File: src/rtl/pf6_pkg.sv
package pf6_pkg;

  localparam int NSYM  = 36;
  localparam int SIDE  = 6;
  localparam int SYM_W = 6;

  localparam logic [7:0] CH_A  = 8'h41;
  localparam logic [7:0] CH_Z  = 8'h5A;
  localparam logic [7:0] CH_0  = 8'h30;
  localparam logic [7:0] CH_9  = 8'h39;
  localparam logic [7:0] CH_LA = 8'h61;
  localparam logic [7:0] CH_LZ = 8'h7A;
  localparam logic [SYM_W-1:0] SYM_X      = 6'd23;
  localparam logic [SYM_W-1:0] DIGIT_BASE = 6'd26;
  localparam logic [2:0] LAST_COL = 3'd5;
  localparam logic [2:0] ROW_FULL = 3'd6;

  typedef struct packed {
    logic       action;
    logic [7:0] char_in;
    logic       last_in;
  } in_t;

  typedef struct packed {
    logic [7:0] char_out;
    logic       last_out;
  } out_t;

  typedef struct packed {
    logic             ok;
    logic [SYM_W-1:0] code;
  } sym_t;

  typedef struct packed {
    logic [2:0] row;
    logic [2:0] col;
  } pos_t;

  // Status that each cell of the symbol chain reports to the controller.
  typedef struct packed {
    logic             match;
    logic             avail;
    logic [SYM_W-1:0] sym;
  } cell_st_t;

  typedef enum logic [2:0] {
    ST_IDLE,
    ST_FILL,
    ST_LOOK,
    ST_EMIT1,
    ST_EMIT2
  } state_t;

  function automatic sym_t sym_of(input logic [7:0] c);
    sym_t r;
    logic [7:0] d;
    r = '0;
    if (c >= CH_A && c <= CH_Z) begin
      d = c - CH_A;
      r.ok = 1'b1;
      r.code = d[SYM_W-1:0];
    end else if (c >= CH_0 && c <= CH_9) begin
      d = c - CH_0;
      r.ok = 1'b1;
      r.code = DIGIT_BASE + d[SYM_W-1:0];
    end
    return r;
  endfunction

  function automatic logic [7:0] to_upper(input logic [7:0] c);
    logic [7:0] r;
    r = c;
    if (c >= CH_LA && c <= CH_LZ) begin
      r = c - 8'h20;
    end
    return r;
  endfunction

  function automatic logic [7:0] ascii_of(input logic [SYM_W-1:0] s);
    logic [7:0] r;
    if (s < DIGIT_BASE) begin
      r = CH_A + {2'b00, s};
    end else begin
      r = CH_0 + {2'b00, s - DIGIT_BASE};
    end
    return r;
  endfunction

  // Row-major cell index: row * 6 + col.
  function automatic logic [SYM_W-1:0] cell_idx(input logic [2:0] row, input logic [2:0] col);
    return {1'b0, row, 2'b00} + {2'b00, row, 1'b0} + {3'b000, col};
  endfunction

endpackage

File: src/rtl/pf6_cell.sv
module pf6_cell (
  input  logic                         clk,
  input  logic                         rst_n,
  input  logic [pf6_pkg::SYM_W-1:0]    idx_i,
  input  logic                         set_en_i,
  input  logic [pf6_pkg::SYM_W-1:0]    set_sym_i,
  input  logic                         clr_i,
  input  logic                         tok_i,
  output logic                         tok_o,
  output pf6_pkg::cell_st_t            st_o
);

  logic used_r;
  logic used_nxt;
  logic tok_r;
  logic hit;

  assign hit = (set_sym_i == idx_i);

  always_comb begin
    used_nxt = used_r;
    if (clr_i) begin
      used_nxt = 1'b0;
    end else if (set_en_i && hit) begin
      used_nxt = 1'b1;
    end
  end

  always_ff @(posedge clk) begin
    if (!rst_n) begin
      used_r <= 1'b0;
      tok_r  <= 1'b0;
    end else begin
      used_r <= used_nxt;
      tok_r  <= tok_i;
    end
  end

  assign tok_o       = tok_r;
  assign st_o.match  = used_r & hit;
  assign st_o.avail  = tok_r & ~used_r;
  assign st_o.sym    = tok_r ? idx_i : '0;

endmodule

File: src/rtl/pf6_ram.sv
module pf6_ram (
  input  logic                         clk,
  input  logic                         we,
  input  logic [pf6_pkg::SYM_W-1:0]    wa,
  input  logic [pf6_pkg::SYM_W-1:0]    wd,
  input  logic                         re,
  input  logic [pf6_pkg::SYM_W-1:0]    ra0,
  input  logic [pf6_pkg::SYM_W-1:0]    ra1,
  output logic [pf6_pkg::SYM_W-1:0]    rd0,
  output logic [pf6_pkg::SYM_W-1:0]    rd1
);

  logic [pf6_pkg::SYM_W-1:0] mem [pf6_pkg::NSYM];

  always_ff @(posedge clk) begin
    if (we) begin
      mem[wa] <= wd;
    end
  end

  always_ff @(posedge clk) begin
    if (re) begin
      rd0 <= mem[ra0];
      rd1 <= mem[ra1];
    end
  end

endmodule

File: src/rtl/playfair_6x6_cipher_unit.sv
// A text beat that completes a pair reads the position memory at its accepting edge and the
// square memory in the cycle after, in ST_LOOK; the first result beat is offered in ST_EMIT1.
// No new input beat is taken until the result beats have been emitted and the unit is idle
// again. Other text and key beats leave it idle. A key beat with last_in starts the fill:
// a token walks the 36 symbol cells, one per cycle; no beat is taken until it passes the last.
// Synchronous reset (rst_n low) clears control state, used-symbol cells and decode mode only.
module playfair_6x6_cipher_unit (
  input  logic           clk,
  input  logic           rst_n,
  input  logic           in_valid,
  output logic           in_ready,
  input  pf6_pkg::in_t   in_data,
  output logic           out_valid,
  input  logic           out_ready,
  output pf6_pkg::out_t  out_data,
  input  logic           cfg_valid,
  output logic           cfg_ready,
  input  logic           cfg_data
);

  pf6_pkg::state_t   state_r, state_nxt;
  logic              decode_r;
  logic              held_v_r, held_v_nxt;
  logic [pf6_pkg::SYM_W-1:0] held_sym_r, held_sym_nxt;
  logic              last_r, last_nxt;
  logic [2:0]        row_r, row_nxt;
  logic [2:0]        col_r, col_nxt;

  pf6_pkg::sym_t     ks, ts;
  pf6_pkg::cell_st_t st [pf6_pkg::NSYM];
  logic [pf6_pkg::NSYM-1:0] tok_v;
  logic              inject, clr, set_en, full;
  logic              match_any, avail_any;
  logic [pf6_pkg::SYM_W-1:0] fill_sym, set_sym;

  logic              pos_re, sq_re;
  logic [pf6_pkg::SYM_W-1:0] pos_ra0, pos_ra1, pos_rd0, pos_rd1;
  logic [pf6_pkg::SYM_W-1:0] sq_ra0, sq_ra1, sq_rd0, sq_rd1;
  pf6_pkg::pos_t     pa, pb;
  logic              drop;

  assign cfg_ready = 1'b1;
  assign ks = pf6_pkg::sym_of(in_data.char_in);
  assign ts = pf6_pkg::sym_of(pf6_pkg::to_upper(in_data.char_in));
  assign full = (row_r == pf6_pkg::ROW_FULL);
  assign set_sym = (state_r == pf6_pkg::ST_FILL) ? fill_sym : ks.code;

  genvar g;
  generate
    for (g = 0; g < pf6_pkg::NSYM; g++) begin : g_cell
      logic tok_in;
      if (g == 0) begin : g_head
        assign tok_in = inject;
      end else begin : g_body
        assign tok_in = tok_v[g-1];
      end
      pf6_cell u_cell (
        .clk       (clk),
        .rst_n     (rst_n),
        .idx_i     (pf6_pkg::SYM_W'(g)),
        .set_en_i  (set_en),
        .set_sym_i (set_sym),
        .clr_i     (clr),
        .tok_i     (tok_in),
        .tok_o     (tok_v[g]),
        .st_o      (st[g])
      );
    end
  endgenerate

  always_comb begin
    match_any = 1'b0;
    avail_any = 1'b0;
    fill_sym  = '0;
    for (int s = 0; s < pf6_pkg::NSYM; s++) begin
      match_any = match_any | st[s].match;
      avail_any = avail_any | st[s].avail;
      fill_sym  = fill_sym | st[s].sym;
    end
  end

  // Square memory: cell index -> symbol. Position memory: symbol -> row and column.
  pf6_ram u_sq (
    .clk (clk),
    .we  (set_en),
    .wa  (pf6_pkg::cell_idx(row_r, col_r)),
    .wd  (set_sym),
    .re  (sq_re),
    .ra0 (sq_ra0),
    .ra1 (sq_ra1),
    .rd0 (sq_rd0),
    .rd1 (sq_rd1)
  );

  pf6_ram u_pos (
    .clk (clk),
    .we  (set_en),
    .wa  (set_sym),
    .wd  ({row_r, col_r}),
    .re  (pos_re),
    .ra0 (pos_ra0),
    .ra1 (pos_ra1),
    .rd0 (pos_rd0),
    .rd1 (pos_rd1)
  );

  assign pa = pf6_pkg::pos_t'(pos_rd0);
  assign pb = pf6_pkg::pos_t'(pos_rd1);
  assign drop = last_r & decode_r & (sq_rd1 == pf6_pkg::SYM_X);

  always_comb begin
    state_nxt    = state_r;
    held_v_nxt   = held_v_r;
    held_sym_nxt = held_sym_r;
    last_nxt     = last_r;
    in_ready     = 1'b0;
    out_valid    = 1'b0;
    out_data     = '0;
    inject       = 1'b0;
    clr          = 1'b0;
    set_en       = 1'b0;
    pos_re       = 1'b0;
    pos_ra0      = ts.code;
    pos_ra1      = pf6_pkg::SYM_X;
    sq_re        = 1'b0;
    sq_ra0       = pf6_pkg::cell_idx(pa.row, pb.col);
    sq_ra1       = pf6_pkg::cell_idx(pb.row, pa.col);
    unique case (state_r)
      pf6_pkg::ST_IDLE: begin
        in_ready = 1'b1;
        if (in_valid) begin
          if (!in_data.action) begin
            set_en = ks.ok & ~match_any & ~full;
            if (in_data.last_in) begin
              inject    = 1'b1;
              state_nxt = pf6_pkg::ST_FILL;
            end
          end else begin
            last_nxt = in_data.last_in;
            if (ts.ok) begin
              if (!held_v_r) begin
                if (in_data.last_in) begin
                  pos_re    = 1'b1;
                  state_nxt = pf6_pkg::ST_LOOK;
                end else begin
                  held_sym_nxt = ts.code;
                  held_v_nxt   = 1'b1;
                end
              end else begin
                pos_re     = 1'b1;
                pos_ra0    = held_sym_r;
                pos_ra1    = ts.code;
                held_v_nxt = 1'b0;
                state_nxt  = pf6_pkg::ST_LOOK;
              end
            end else if (in_data.last_in && held_v_r) begin
              // A dropped character that ends the text flushes the held one with X.
              pos_re     = 1'b1;
              pos_ra0    = held_sym_r;
              held_v_nxt = 1'b0;
              state_nxt  = pf6_pkg::ST_LOOK;
            end
          end
        end
      end
      pf6_pkg::ST_FILL: begin
        set_en = avail_any & ~full;
        if (tok_v[pf6_pkg::NSYM-1]) begin
          clr       = 1'b1;
          state_nxt = pf6_pkg::ST_IDLE;
        end
      end
      pf6_pkg::ST_LOOK: begin
        sq_re     = 1'b1;
        state_nxt = pf6_pkg::ST_EMIT1;
      end
      pf6_pkg::ST_EMIT1: begin
        out_valid         = 1'b1;
        out_data.char_out = pf6_pkg::ascii_of(sq_rd0);
        out_data.last_out = drop;
        if (out_ready) begin
          state_nxt = drop ? pf6_pkg::ST_IDLE : pf6_pkg::ST_EMIT2;
        end
      end
      pf6_pkg::ST_EMIT2: begin
        out_valid         = 1'b1;
        out_data.char_out = pf6_pkg::ascii_of(sq_rd1);
        out_data.last_out = last_r;
        if (out_ready) begin
          state_nxt = pf6_pkg::ST_IDLE;
        end
      end
      default: begin
        state_nxt = pf6_pkg::ST_IDLE;
      end
    endcase
  end

  always_comb begin
    row_nxt = row_r;
    col_nxt = col_r;
    if (clr) begin
      row_nxt = '0;
      col_nxt = '0;
    end else if (set_en) begin
      if (col_r == pf6_pkg::LAST_COL) begin
        col_nxt = '0;
        row_nxt = row_r + 3'd1;
      end else begin
        col_nxt = col_r + 3'd1;
      end
    end
  end

  always_ff @(posedge clk) begin
    if (!rst_n) begin
      state_r  <= pf6_pkg::ST_IDLE;
      decode_r <= 1'b0;
      held_v_r <= 1'b0;
      row_r    <= '0;
      col_r    <= '0;
    end else begin
      state_r  <= state_nxt;
      held_v_r <= held_v_nxt;
      row_r    <= row_nxt;
      col_r    <= col_nxt;
      if (cfg_valid && cfg_ready) begin
        decode_r <= cfg_data;
      end
    end
  end

  always_ff @(posedge clk) begin
    held_sym_r <= held_sym_nxt;
    last_r     <= last_nxt;
  end

  a_one_token: assert property (@(posedge clk) disable iff (!rst_n)
    $onehot0(tok_v))
    else $error("more than one fill token in the symbol chain");

  a_token_in_fill: assert property (@(posedge clk) disable iff (!rst_n)
    (|tok_v) |-> (state_r == pf6_pkg::ST_FILL))
    else $error("fill token outside the fill phase");

  a_ptr_bound: assert property (@(posedge clk) disable iff (!rst_n)
    (row_r <= pf6_pkg::ROW_FULL) && ((row_r != pf6_pkg::ROW_FULL) || (col_r == 3'd0)))
    else $error("fill pointer out of the square");

  a_fill_done: assert property (@(posedge clk) disable iff (!rst_n)
    (state_r == pf6_pkg::ST_FILL && tok_v[pf6_pkg::NSYM-1]) |=>
      (state_r == pf6_pkg::ST_IDLE && row_r == 3'd0 && col_r == 3'd0))
    else $error("key fill did not finish with a cleared pointer");

  a_emit_order: assert property (@(posedge clk) disable iff (!rst_n)
    (state_r == pf6_pkg::ST_EMIT1 && out_ready && !drop) |=> (state_r == pf6_pkg::ST_EMIT2))
    else $error("second result of a pair was skipped");

endmodule

File: config.mk
export PLATFORM = sky130hd
export DESIGN_NAME = playfair_6x6_cipher_unit
export DESIGN_NICKNAME = d
export VERILOG_FILES = /design/src/rtl/pf6_pkg.sv /design/src/rtl/pf6_cell.sv /design/src/rtl/pf6_ram.sv /design/src/rtl/playfair_6x6_cipher_unit.sv
export SDC_FILE = /design/constraint.sdc
export NUM_CORES = 1
export LEC_CHECK = 0
export BUFFER_PORTS_ARGS = -buffer_cell sky130_fd_sc_hd__buf_4
export CAP_MARGIN = 40
export CORE_ASPECT_RATIO = 0.7
export CORE_MARGIN = 2
export CORE_UTILIZATION = 64
export CTS_CLUSTER_SIZE = 30
export DETAILED_ROUTE_END_ITERATION = 8
export GPL_TIMING_DRIVEN = 1
export PLACE_DENSITY = 0.81
export SKIP_LAST_GASP = 1
export SYNTH_ARGS = -nofsm -noshare
export SYNTH_HDL_FRONTEND = slang
export SYNTH_SLANG_ARGS = --single-unit
File: constraint.sdc
create_clock -name clk -period 6.9 [get_ports clk]
set_input_delay 0.69 -clock clk [delete_from_list [all_inputs] [get_ports clk]]
set_output_delay 0.69 -clock clk [all_outputs]
set_load 0.005 [all_outputs]
==> flow_metrics.tcl <==
set metrics [dict create \
    max_freq_mhz 178 \
    port_buffers 25 \
    clock_latency_ns 0.58 \
    r2r-start "state_r[0]" \
    relSlewSlack 0.358 \
    rsz0062_at_grt "false" \
    synth_edf_count 463 \
    ys.flop_type "edfxtp_1" \
    antenna_found_initial 3 \
    drv_slew 0 \
    cts_tree "built" \
    drc_errors 0 \
    comb_power_share 0.103 \
    grt_usage 0.372 \
    seqPwrFrac 0.511 \
    power_switching_mw 1.77 \
    yosys.area_share.xor_xnor 0.00642 \
    cts_buffers 49 \
    io_pins 28 \
    switching_share 0.247 \
    grt_pass1_vias 18700 \
    grt_pass1_wl_um 121000 \
    p_total_mw 7.17 \
    layout_commonest_cell "edfxtp_1" \
    holdPathEnd "g_cell[0].u_cell.tok_o" \
    reg2reg_depth 13 \
    final_cell_mix "edfxtp_1, nand2_1, mux4_2" \
    setup_tns_ns 0 \
    hold_buffers 0 \
    dieArea_um2 44300 \
    synth.cell_area_um2 27300 \
    dr_wl_met2_um 34200 \
    crit_slowest_cell "o311ai_0" \
    postLayoutCoreUtil 0.709 \
    ys_ff_latch 546 \
    top_layer_used "met5" \
    clock-root-buffer "clkbuf_16" \
    dr.pass1.iters 6 \
    synth_top_family_by_area "multiplexers" \
    syn_nets 2150 \
    cap_violations 0 \
    cp_common_cell "buf_4" \
    p_per_area_nw_per_um2 240 \
    clk_pin_slew_ns 0.08 \
    dr_wl_met3_um 14600 \
    fin_skew_ns 0.0214 \
    synthMuxAreaShare 0.174 \
    start_kind "input port" \
    core_um2 42200 \
    cp.arrival_ns 5.85 \
    end_kind "flop" \
    ys_warn_count 0 \
    hold_viol 0 \
    critPathKind "in -> reg" \
    vdd_ir_drop_max_uv 212 \
    syn_to_final_growth_pct 9.68 \
    r2r_slack_ns 1.49 \
    initial_core_util 0.647 \
    worst_ep_required_time_ns 7.12 \
    grt_max_degree 55 \
    drt-total-wl_um 81300 \
    pwr-share-clk 0.386 \
    overflow 0 \
    finalSetupViolations 0 \
    leakage_nw 10.9 \
    outcome "finished clean" \
    dieWidth_um 251 \
    cts_buffer_depth 3 \
    drive_gt1_frac 0.166 \
    syn_avg_cell_area_um2 13.0 \
    worstMarginPinSlew_ns 0.950 \
    dieHeight_um 177 \
    async_reset_ff_frac 0 \
    avgRoutedWirePerCell_um 30.0 \
    hold_depth 2 \
    yosysTopAreaCellShare 0.510 \
    fin_hold_ws_ns 0.338 \
    vias 19800 \
    postCtsSetupBuffers 0 \
    fin_nets 2171 \
    m1WireLength_um 29900 \
    ant_nets 0 \
    viasPerCell 7.30 \
    synth_fa_ha_area_frac 0.0205 \
    min_from "in_data[9]" \
    ys_seq_area_frac 0.571 \
    rows 63 \
    dr.first_iter.drc_count 3782 \
    syn_inst 2093 \
    fin_crit_sh 0.815 \
    gp_congestion 1.02 \
    worstPathCellList "buf_4 > inv_1 > ha_1 > or4b_4 > o21ai_4 > o311ai_0 > nand2_1 > nand3_1 > buf_4 > nor2_1 > a211o_1 > nor4_4 > a41oi_2 > nand2b_1 > nor3_1" \
    clock_sinks 546 \
    worstReg2RegEnd "u_sq.mem[14][5]" \
    synth_compound_gate_area_share 0.0839 \
    cts_resized 0 \
    synthTopCellsByArea "edfxtp_1, mux4_2, dfxtp_1" \
    fin_crit_ns 5.62 \
    synth_cell_types 83 \
    synth_top_area_cell "edfxtp_1" \
    p_int_mw 5.40 \
    hp-class "in -> reg" \
    cp_slowest_stage_delay_ns 0.85 \
    path_max_fanout 16 \
    hpwlAfterDp_um 55600 \
    htree_levels 2 \
    synthSimpleGateAreaFrac 0.115 \
]
routing by layer:
metal / global-route usage / vias to the layer above
met2: 0.525 / 1836
met5: 0 / -
met3: 0.154 / 268
met4: 0.101 / 6
li1: - / 8080
met1: 0.535 / 9586
Yosys cell counts (9+ instances only):
| master | instances |
|---|---|
| nand2_1 | 269 |
| nor2_1 | 125 |
| dfxtp_1 | 83 |
| a311oi_1 | 16 |
| mux4_2 | 142 |
| nor2b_1 | 17 |
| and3_1 | 37 |
| xnor2_1 | 11 |
| o211ai_1 | 21 |
| mux2_2 | 9 |
| a221oi_1 | 17 |
| a21oi_1 | 51 |
| mux2i_1 | 142 |
| inv_1 | 63 |
| xor2_1 | 9 |
| clkbuf_1 | 88 |
| buf_2 | 18 |
| ha_1 | 35 |
| nand3_1 | 54 |
| buf_1 | 17 |
| a31oi_1 | 30 |
| nor3_1 | 36 |
| edfxtp_1 | 463 |
| o221ai_1 | 9 |
| o22ai_1 | 26 |
| nor4_1 | 14 |
| a21o_1 | 11 |
| o21ai_0 | 48 |
| and2_1 | 50 |
| nand2b_1 | 13 |
| o21a_1 | 19 |
| a211oi_1 | 18 |
worst max path at each step:
| stage | from | endpoint | cells past startpoint |
|---|---|---|---|
| detailed placement | in_data[1] | u_sq.mem[30][2] | 15 |
| CTS | in_data[1] | u_sq.mem[14][0] | 15 |
| global placement | in_data[1] | u_pos.mem[15][0] | 16 |
| floorplan | in_data[1] | u_sq.mem[29][0] | 17 |
| finish | in_data[1] | u_sq.mem[14][5] | 15 |
| global route | in_data[1] | u_sq.mem[30][2] | 15 |
through the flow:
stage | worst slack [ns] | area (µm²) | instances
2_1_floorplan | 1.67 | 27300 | 2093
3_3_place_gp | 0.974 | 28200 | 2606
3_5_place_dp | 0.879 | 28300 | 2613
4_1_cts | 1.41 | 29900 | 2704
5_1_grt | 1.01 | 29900 | 2706
6_report | 1.28 | 29900 | 2708
registers in the layout, indices dropped and copies added (netlist names), 6 cells and up:
signal / cells
u_pos.rd0: 6
g_cell.u_cell.used_r: 36
u_sq.rd0: 6
held_sym_r: 6
u_pos.mem: 216
u_pos.rd1: 6
g_cell.u_cell.tok_o: 36
u_sq.rd1: 6
u_sq.mem: 216
final cells by class:
| type | count | area [µm²] |
|---|---|---|
| clock inverter | 23 | 228 |
| tap | 552 | 691 |
| clock buffer | 68 | 1370 |
| fill | 2669 | 12300 |
| multi-input combinational | 1350 | 11000 |
| sequential | 546 | 15600 |
| antenna | 2 | 5.00 |
| inverter | 67 | 264 |
| timing repair buffer | 100 | 805 |
critical path, delay by kind of cell:
kind / cells / cell delay (ns)
and+or+nand+nor: 7 / 2.76
adders and majority gates: 1 / 0.31
buffers and inverters: 3 / 0.52
AOI/OAI and AO/OA: 4 / 1.54
kinds of logic (layout without fill, tap and decap cells):
| group | Yosys count | after routing |
|---|---|---|
| buffers and inverters | 197 | 258 |
| adders and majority gates | 41 | 41 |
| other | 2 | 4 |
| muxes | 294 | 294 |
| DFF | 546 | 546 |
| and+or+nand+nor | 663 | 663 |
| xor gates and xnor gates | 20 | 20 |
| AOI/OAI and AO/OA | 330 | 330 |
power groups by stage:
| stage | logic (mW) | clock network (mW) | registers, mW |
|---|---|---|---|
| finish | 0.740 | 2.77 | 3.66 |
| global route | 0.774 | 2.88 | 3.66 |
| CTS | 0.708 | 2.76 | 3.66 |
| detailed placement | 0.704 | 0 | 3.73 |
| global placement | 0.679 | 0 | 3.73 |
| floorplan | 0.424 | 0 | 3.72 |
(Power assumes the default switching activity.)
